<file path="src/design/kmer_viterbi_local_decoder_top_defines.svh">
// ----------------------------------------------------------------------------
// Assertion macros for the k-mer Viterbi decoder
// Concurrent assertion helpers, compiled out when ASSERT_OFF is defined.
// ----------------------------------------------------------------------------
`ifndef KMER_VITERBI_LOCAL_DECODER_TOP_DEFINES_SVH
`define KMER_VITERBI_LOCAL_DECODER_TOP_DEFINES_SVH

`ifndef ASSERT_OFF
// Plain invariant, checked at every clock edge outside reset.
`define KVD_ASSERT(lbl, prop) \
  lbl: assert property (@(posedge clk_i) disable iff (!rst_ni) (prop)) \
    else $error("kvd assertion failed");
// The consequent must hold in the cycle after the antecedent.
`define KVD_ASSERT_NXT(lbl, ante, cons) \
  lbl: assert property (@(posedge clk_i) disable iff (!rst_ni) (ante) |=> (cons)) \
    else $error("kvd assertion failed");
`else
`define KVD_ASSERT(lbl, prop)
`define KVD_ASSERT_NXT(lbl, ante, cons)
`endif

`endif

</file>
<file path="src/design/kvd_pkg.sv">
// ----------------------------------------------------------------------------
// kvd_pkg
// Sizes, codes and types shared by the k-mer Viterbi decoder.
// ----------------------------------------------------------------------------
package kvd_pkg;

  localparam int NBASE      = 4;
  localparam int NSTATES    = 256;
  localparam int MAX_BLOCKS = 512;

  localparam int NST       = NSTATES + 2;
  localparam int ST_START  = NSTATES;
  localparam int ST_END    = NSTATES + 1;
  localparam int STEP_REM  = NSTATES / NBASE;
  localparam int SKIP_COLS = NBASE * NBASE;
  localparam int SKIP_REM  = NSTATES / SKIP_COLS;

  localparam int SCW      = 32;
  localparam int DW       = 18;
  localparam int PW       = 10;
  localparam int SW       = $clog2(NST);
  localparam int WPW      = $clog2(NSTATES + 1);
  localparam int BW       = $clog2(MAX_BLOCKS + 1);
  localparam int PLW      = $clog2(MAX_BLOCKS + 2);
  localparam int SAW      = $clog2(2 * NST);
  localparam int TB_DEPTH = MAX_BLOCKS * NST;
  localparam int TB_AW    = $clog2(TB_DEPTH);
  localparam int PAW      = $clog2(MAX_BLOCKS + 1);
  localparam int STEP_AW  = $clog2(STEP_REM);
  localparam int SKIP_AW  = $clog2(SKIP_REM);
  localparam int STEP_CW  = $clog2(NBASE);
  localparam int SKIP_CW  = $clog2(SKIP_COLS);
  localparam int CNTW     = $clog2(((NST > MAX_BLOCKS) ? NST : MAX_BLOCKS) + 1);
  localparam int UW       = 3;

  localparam logic signed [SCW-1:0] SCORE_MINF = {1'b1, {(SCW-1){1'b0}}};
  localparam logic signed [SCW-1:0] SCORE_MAX  = {1'b0, {(SCW-1){1'b1}}};
  localparam logic signed [PW-1:0]  PATH_STAY  = '1;

  typedef enum logic [1:0] {
    CMD_LOAD   = 2'd0,
    CMD_FINISH = 2'd1,
    CMD_READ   = 2'd2,
    CMD_BAD    = 2'd3
  } kvd_cmd_e;

  typedef enum logic [1:0] {
    KIND_SCORE = 2'd0,
    KIND_PATH  = 2'd1,
    KIND_ERR   = 2'd2
  } kvd_kind_e;

  typedef enum logic [1:0] {
    REG_STAY  = 2'd0,
    REG_SKIP  = 2'd1,
    REG_LOCAL = 2'd2
  } kvd_reg_e;

  typedef enum logic [3:0] {
    S_IDLE,
    S_STEPCOL,
    S_SKIPCOL,
    S_ENDMAX,
    S_UPD,
    S_ARGMAX,
    S_PCLR,
    S_TRACE,
    S_LEAD,
    S_TRAIL,
    S_PREAD,
    S_RESULT
  } kvd_state_e;

  function automatic logic signed [DW-1:0] ext16(input logic signed [15:0] x);
    return {{(DW-16){x[15]}}, x};
  endfunction

endpackage

</file>
<file path="src/design/kvd_sat_add.sv">
// ----------------------------------------------------------------------------
// kvd_sat_add
// Shared saturating score adder; minus infinity absorbs any delta.
// ----------------------------------------------------------------------------
module kvd_sat_add import kvd_pkg::*; (
  input  logic signed [SCW-1:0] s_i,
  input  logic signed [DW-1:0]  d_i,
  output logic signed [SCW-1:0] r_o
);

  logic [SCW:0] sum;

  assign sum = {s_i[SCW-1], s_i} + {{(SCW+1-DW){d_i[DW-1]}}, d_i};

  always_comb begin
    if (s_i == SCORE_MINF) begin
      r_o = SCORE_MINF;
    end else if (sum[SCW] != sum[SCW-1]) begin
      // Overflow high clamps to the maximum, low falls to minus infinity.
      r_o = sum[SCW] ? SCORE_MINF : SCORE_MAX;
    end else begin
      r_o = sum[SCW-1:0];
    end
  end

endmodule

</file>
<file path="config.mk">
export PLATFORM = sky130hd
export DESIGN_NAME = kvd_sat_add
export DESIGN_NICKNAME = d
export VERILOG_FILES = /design/src/design/kmer_viterbi_local_decoder_top_defines.svh /design/src/design/kvd_pkg.sv /design/src/design/kvd_sat_add.sv
export SDC_FILE = /design/constraint.sdc
export NUM_CORES = 1
export LEC_CHECK = 0
export ABC_CLOCK_PERIOD_IN_PS = 4900
export BUFFER_PORTS_ARGS = -buffer_cell sky130_fd_sc_hd__buf_2
export CORE_MARGIN = 3
export CORE_UTILIZATION = 57
export DETAILED_ROUTE_END_ITERATION = 10
export GPL_TIMING_DRIVEN = 1
export PLACE_DENSITY = 0.91
export SLEW_MARGIN = 15
export SYNTH_ARGS = -nofsm -noshare
export SYNTH_HDL_FRONTEND = slang
export SYNTH_SLANG_ARGS = --single-unit
export TNS_END_PERCENT = 5
</file>
<file path="constraint.sdc">
create_clock -name vclk -period 4.9
set_input_delay 0.49 -clock vclk [all_inputs]
set_output_delay 0.49 -clock vclk [all_outputs]
set_load 0.02 [all_outputs]
</file>
==> results of run 1 <==
[critical path, delay by kind of cell]
kind                     cells  cell delay, ns
AO/OA/AOI/OAI                6            1.37
adder cells (fa/ha/maj)      2            0.64
buffers and inverters        3            0.58
XOR/XNOR                     1            0.50
AND/OR/NAND/NOR              1            0.30
[worst paths after layout]
kind,startpoint,to,slack (ns),cells past startpoint
hold / removal,d_i[0],r_o[0],1.47,5
setup / recovery,s_i[0],r_o[27],0.51,13
[per-layer routing]
| metal | wire [um] | global-route usage |
|---|---|---|
| met3 | 504 | 0.01478 |
| met4 | 56 | 0.01489 |
| met1 | 2655 | 0.3395 |
| met2 | 2933 | 0.4801 |
| met5 | 0 | 0 |
[kinds of logic (layout without fill, tap and decap cells)]
kind of cell    after synthesis  count (layout)  synth area share
buf+inv                      24              93           0.08542
compound gates              132             132            0.4317
fa+ha+maj                    33              33            0.1913
xor+xnor                     30              30            0.1230
simple gates                 71              71            0.1686
[synth_stat cells, drive strengths merged, types with 2 or more instances]
| cell type | n | area (um2) |
|---|---|---|
| a21oi | 63 | 427.9 |
| ha | 32 | 400.4 |
| nand2 | 21 | 78.83 |
| o21ai | 19 | 95.09 |
| a21o | 17 | 128.9 |
| xnor2 | 17 | 148.9 |
| xor2 | 13 | 121.4 |
| nor2 | 12 | 45.04 |
| buf | 11 | 116.4 |
| inv | 9 | 33.78 |
| nor4 | 9 | 62.56 |
| nand4 | 8 | 50.05 |
| nor3 | 6 | 35.03 |
| a211oi | 5 | 42.54 |
| a31oi | 4 | 25.02 |
| clkbuf | 4 | 37.54 |
| o211ai | 4 | 30.03 |
| o21a | 4 | 30.03 |
| o21bai | 4 | 30.03 |
| nand3 | 3 | 15.01 |
| and3 | 2 | 12.51 |
| nand2b | 2 | 12.51 |
| o311ai | 2 | 17.52 |
| o31ai | 2 | 15.01 |
[through the flow]
| step | cells | total power [uW] | area (um2) | util |
|---|---|---|---|---|
| after detailed placement | 405 | 566.4 | 2550 | 0.7242 |
| final | 405 | 570.7 | 2550 | 0.7242 |
| after CTS | 405 | 568.5 | 2550 | 0.7242 |
| after global placement | 405 | 556.7 | 2550 | 0.7242 |
| after global routing | 405 | 617.2 | 2550 | 0.7242 |
| after floorplan | 290 | 432.2 | 2197 | - |
[cell type report]
type	instances	area share
multi-input combinational	266	0.7924
timing repair buffer	84	0.1717
tap	46	0.02257
inverter	9	0.01325
[power breakdown]
group / switching, uW / internal (uW)
combinational: 351 / 220
clock: 0 / 0
sequential: 0 / 0
total: 351 / 220
==> out/summary.txt, run 1 <==
========================================================================================
Net count of the mapped netlist                                                      373
Relative slew slack                                                               0.4972
Netlist area before placement                                                   2197 um2
Final worst-path setup slack                                                   0.5112 ns
Std cell rows                                                                         21
Critical-path top delay cell                                                sky130_fd_sc_hd__xor2_4
Average instance area after synthesis                                          7.576 um2
Buffers inserted by post-CTS timing repair                                             0
Sequential cell count                                                                  0
CP peak stage delay                                                              0.50 ns
GRT Resource Usage Total                                                          0.2586
Count of antenna diodes in the layout                                                  0
Portion of the clock cycle consumed by the worst path in the final layout         0.8957
Number of antenna violations at the first check in global routing                      0
Number of placed I/O pins                                                             82
Detailed-route via count                                                            2515
Post-CTS Hold Buffers                                                                  0
Number of vias per cell                                                            6.210
Worst EP arrival                                                                 3.90 ns
Die boundary height                                                             68.09 um
Final-layout worst hold slack                                                   1.472 ns
Count of endpoints failing hold in the final timing report                             0
Post-route ant nets                                                                    0
Largest net degree at the start of global routing                                     32
Worst Setup Slack post-DPL                                                     0.5358 ns
Path type of the worst min-delay path                                       primary input to primary output
Most repeated library cell on the critical path                             sky130_fd_sc_hd__buf_2
Count of unresolved DRC violations after routing                                       0
Initial standard-cell utilization of the core                                     0.6240
Sequential element share of the synthesized area                                       0
Nature of the critical path endpoint                                        primary output
Distinct cell type count of the synthesized netlist                                   50
DIE AREA                                                                        4636 um2
Reported leakage power                                                       0.001171 uW
Number of global-route vias before repair                                           2191
Worst voltage drop across the vdd grid                                          118.8 uV
# port buffers                                                                        82
Highest attainable clock frequency                                            0.2279 GHz
Worst Path Class, Setup                                                     primary input to primary output
Pre-antenna DRT Iters                                                                  4
Transition time of the tightest slew-check pin                                 0.7463 ns
Clock buffer count                                                                     0
Violation count after the first detailed-route iteration                             117
Placer Congestion                                                                 0.9391
Area growth from synthesis to layout                                              16.06%
Setup TNS after final layout                                                        0 ns
Startpoint class of the critical path                                       primary input
WL final                                                                         6149 um
Area of combinational cells with multiple inputs                                2021 um2
Area used by sequential logic in the layout                                        0 um2
Final critical delay including setup and external delays                        4.389 ns
Placeable core region                                                           3521 um2
RSZ-0062 raised after global routing                                               false
Global route total overflow                                                            0
Number of filler instances in the final layout                                       294
Max-slew violation total from the final report                                         0
Ys Warns                                                                               0
Most frequent cells in the layout                                           82 x sky130_fd_sc_hd__buf_2, 33 x sky130_fd_sc_hd__a21oi_1, 32 x sky130_fd_sc_hd__ha_1
Number of instances resized during post-cts repair                                     0
Max capacitance violation total                                                        0
Most frequent standard cell in the layout excluding fill and tap cells      sky130_fd_sc_hd__buf_2
Result of the run                                                              completed
Largest fanout on the critical path                                                   14
Fin nets                                                                             444
Global-route wire length before repair                                           9666 um
DR WL/cell                                                                      15.18 um
Number of instances in the synthesized netlist                                       290
Chip width                                                                      68.09 um
DP Wirelength                                                                    5158 um
Critical path data required time                                                 4.41 ns
Cells along the critical path                                               buf_2 > ha_1 > fa_1 > a21o_1 > a221oi_2 > a211oi_2 > a21bo_4 > nor3_2 > o311a_4 > xor2_4 > buf_4 > a21oi_2 > buf_2
Ratio of cells with drive above 1 in the final layout                             0.3454
Total of endpoints with negative setup slack in the final report                       0
Power Dens Cells                                                            223.8 nW/um2
========================================================================================
No activity file was read; power rests on OpenSTA's default activity.
==> run 2, diff against run 1 <==
Settings changed: CORE_ASPECT_RATIO from default to 0.6.
==> out/summary.txt, run 2 (synthesis results as in run 1) <==
========================================================================================
Die boundary height                                                             54.09 um   -21%
Total buffers and inverters traversed by the critical path                             3   unchanged
Area used by sequential logic in the layout                                        0 um2   unchanged
Nature of the critical path endpoint                                        primary output
Area growth from synthesis to layout                                              15.66%
WL final                                                                         6772 um   +10%
Initial standard-cell utilization of the core                                     0.6344   +0.01037
Most frequent cells in the layout                                           82 x sky130_fd_sc_hd__buf_2, 33 x sky130_fd_sc_hd__a21oi_1, 32 x sky130_fd_sc_hd__ha_1
Count of endpoints failing hold in the final timing report                             0   unchanged
Worst EP arrival                                                                 3.81 ns   -0.09 ns
Detailed-route via count                                                            2621   +4.2%
Max capacitance violation total                                                        0   unchanged
Number of placed I/O pins                                                             82   unchanged
Worst Path Class, Setup                                                     primary input to primary output
Worst voltage drop across the vdd grid                                          133.7 uV   +13%
Design internal power                                                           218.2 uW   -0.89%
Logic pwr share                                                                    1.000   about the same
Critical-path top delay cell                                                sky130_fd_sc_hd__xor2_4
Critical path data required time                                                 4.41 ns   about the same
Ratio of cells with drive above 1 in the final layout                             0.3436   -0.001828
Post-route ant nets                                                                    0   unchanged
Switching share of power                                                          0.6226   +0.008358
Power Dens Cells                                                            227.5 nW/um2   +1.7%
Reported leakage power                                                       0.001166 uW   -0.41%
Most frequent standard cell in the layout excluding fill and tap cells      sky130_fd_sc_hd__buf_2
Largest net degree at the start of global routing                                     32   unchanged
# port buffers                                                                        82   unchanged
Sequential cell count                                                                  0   unchanged
GRT Resource Usage Total                                                          0.2812   +0.02261
Max-slew violation total from the final report                                         0   unchanged
Placed Area                                                                     2541 um2   -0.34%
DIE AREA                                                                        4660 um2   +0.52%
Portion of the clock cycle consumed by the worst path in the final layout         0.8767   -0.01894
Number of instances resized during post-cts repair                                     0   unchanged
Std cell rows                                                                         16   -24%
Startpoint class of the critical path                                       primary input
Placeable core region                                                           3463 um2   -1.6%
Transition time of the tightest slew-check pin                                 0.7240 ns   -0.02231 ns
Highest attainable clock frequency                                            0.2328 GHz   +2.2%
Global-route wire length before repair                                          10560 um   +9.3%
Buffers inserted by post-CTS timing repair                                             0   unchanged
Number of global-route vias before repair                                           2179   -0.55%
Largest fanout on the critical path                                                   21   +7
Count of antenna diodes in the layout                                                  0   unchanged
DR WL/cell                                                                      16.80 um   +11%
Final critical delay including setup and external delays                        4.296 ns   -0.09280 ns
Setup TNS after final layout                                                        0 ns   unchanged
Post-CTS Hold Buffers                                                                  0   unchanged
Count of non-filler cells in the finished layout                                     403   -0.49%
Most repeated library cell on the critical path                             sky130_fd_sc_hd__buf_2
DP Wirelength                                                                    5734 um   +11%
Clock buffer count                                                                     0   unchanged
Fin nets                                                                             443   -0.23%
Number of antenna violations at the first check in global routing                      0   unchanged
CP peak stage delay                                                              0.44 ns   -0.06 ns
Count of unresolved DRC violations after routing                                       0   unchanged
RSZ-0062 raised after global routing                                               false
Beginning of the worst hold path                                                  d_i[0]
Net switching power figure                                                      360.0 uW   +2.7%
Relative slew slack                                                               0.5129   +0.01568
Chip width                                                                      86.15 um   +27%
Placer Congestion                                                                  1.029   +9.6%
Number of vias per cell                                                            6.504   +4.7%
Pre-antenna DRT Iters                                                                  5   +1
Global route total overflow                                                            0   unchanged
Path type of the worst min-delay path                                       primary input to primary output
Total of endpoints with negative setup slack in the final report                       0   unchanged
Startpoint of the worst setup timing path                                         s_i[0]
Post-Place Cells                                                                     403   -0.49%
Cell family with the largest share of critical-path delay                   compound AO/OA/AOI/OAI gates
Number of filler instances in the final layout                                       282   -4.1%
Cells along the critical path                                               buf_2 > ha_1 > fa_1 > a21o_1 > a221oi_2 > a211oi_2 > a21bo_4 > nor3_2 > o311a_4 > xor2_4 > buf_12 > a21oi_2 > buf_2
Clock power share                                                                      0   unchanged
Result of the run                                                              completed
Final non-filler cell area                                                      2541 um2   -0.34%
Violation count after the first detailed-route iteration                             254   +120%
Part of the total power dissipated in sequential elements                              0   unchanged
========================================================================================
## run 2: changes by cell type in the layout (fill, tap and decap cells not counted)
cell / before / now
sky130_fd_sc_hd__buf_4: 1 / 0
## run 2: worst min-delay path, stage by stage
cell,delay [ns]
sky130_fd_sc_hd__buf_2,0.08
sky130_fd_sc_hd__ha_1,0.10
sky130_fd_sc_hd__inv_1,0.03
sky130_fd_sc_hd__a21oi_1,0.10
sky130_fd_sc_hd__buf_2,0.17
## run 2: path summary, 6_finish.rpt
path,slack (ns),to,cells past startpoint
min,1.46,r_o[0],5
max,0.60,r_o[11],13
## run 2: final cells by class
type               instances  area (um2)  share of cell area
inverters                  9       33.78             0.01329
multi-input cells        266        2021              0.7952
well taps                 45       56.30             0.02216
repair buffers            83       430.4              0.1694
## run 2: power by group through the flow
stage	clock (uW)	sequential (uW)	combinational (uW)
5_1_grt	0	0	619
6_report	0	0	578
2_1_floorplan	0	0	432
3_3_place_gp	0	0	558
4_1_cts	0	0	571
3_5_place_dp	0	0	569
## run 2: per-stage QoR
step                      hold slack [ns]  total power [uW]  setup slack (ns)  utilization
after floorplan                     1.288             432.2             1.371            -
after global placement              1.457             558.3            0.7463       0.7337
after detailed placement            1.468             568.6            0.6297       0.7337
after CTS                           1.467             570.6            0.6008       0.7337
after global routing                1.507             618.5            0.4352       0.7337
final                               1.464             578.1            0.6040       0.7337
## run 2: routing by layer
metal	vias up	wire [um]	global-route usage
li1	1238	-	-
met1	1190	3043	0.4243
met2	185	2628	0.4156
met3	8	1064	0.06728
met4	0	36	0.01316
met5	-	0	0
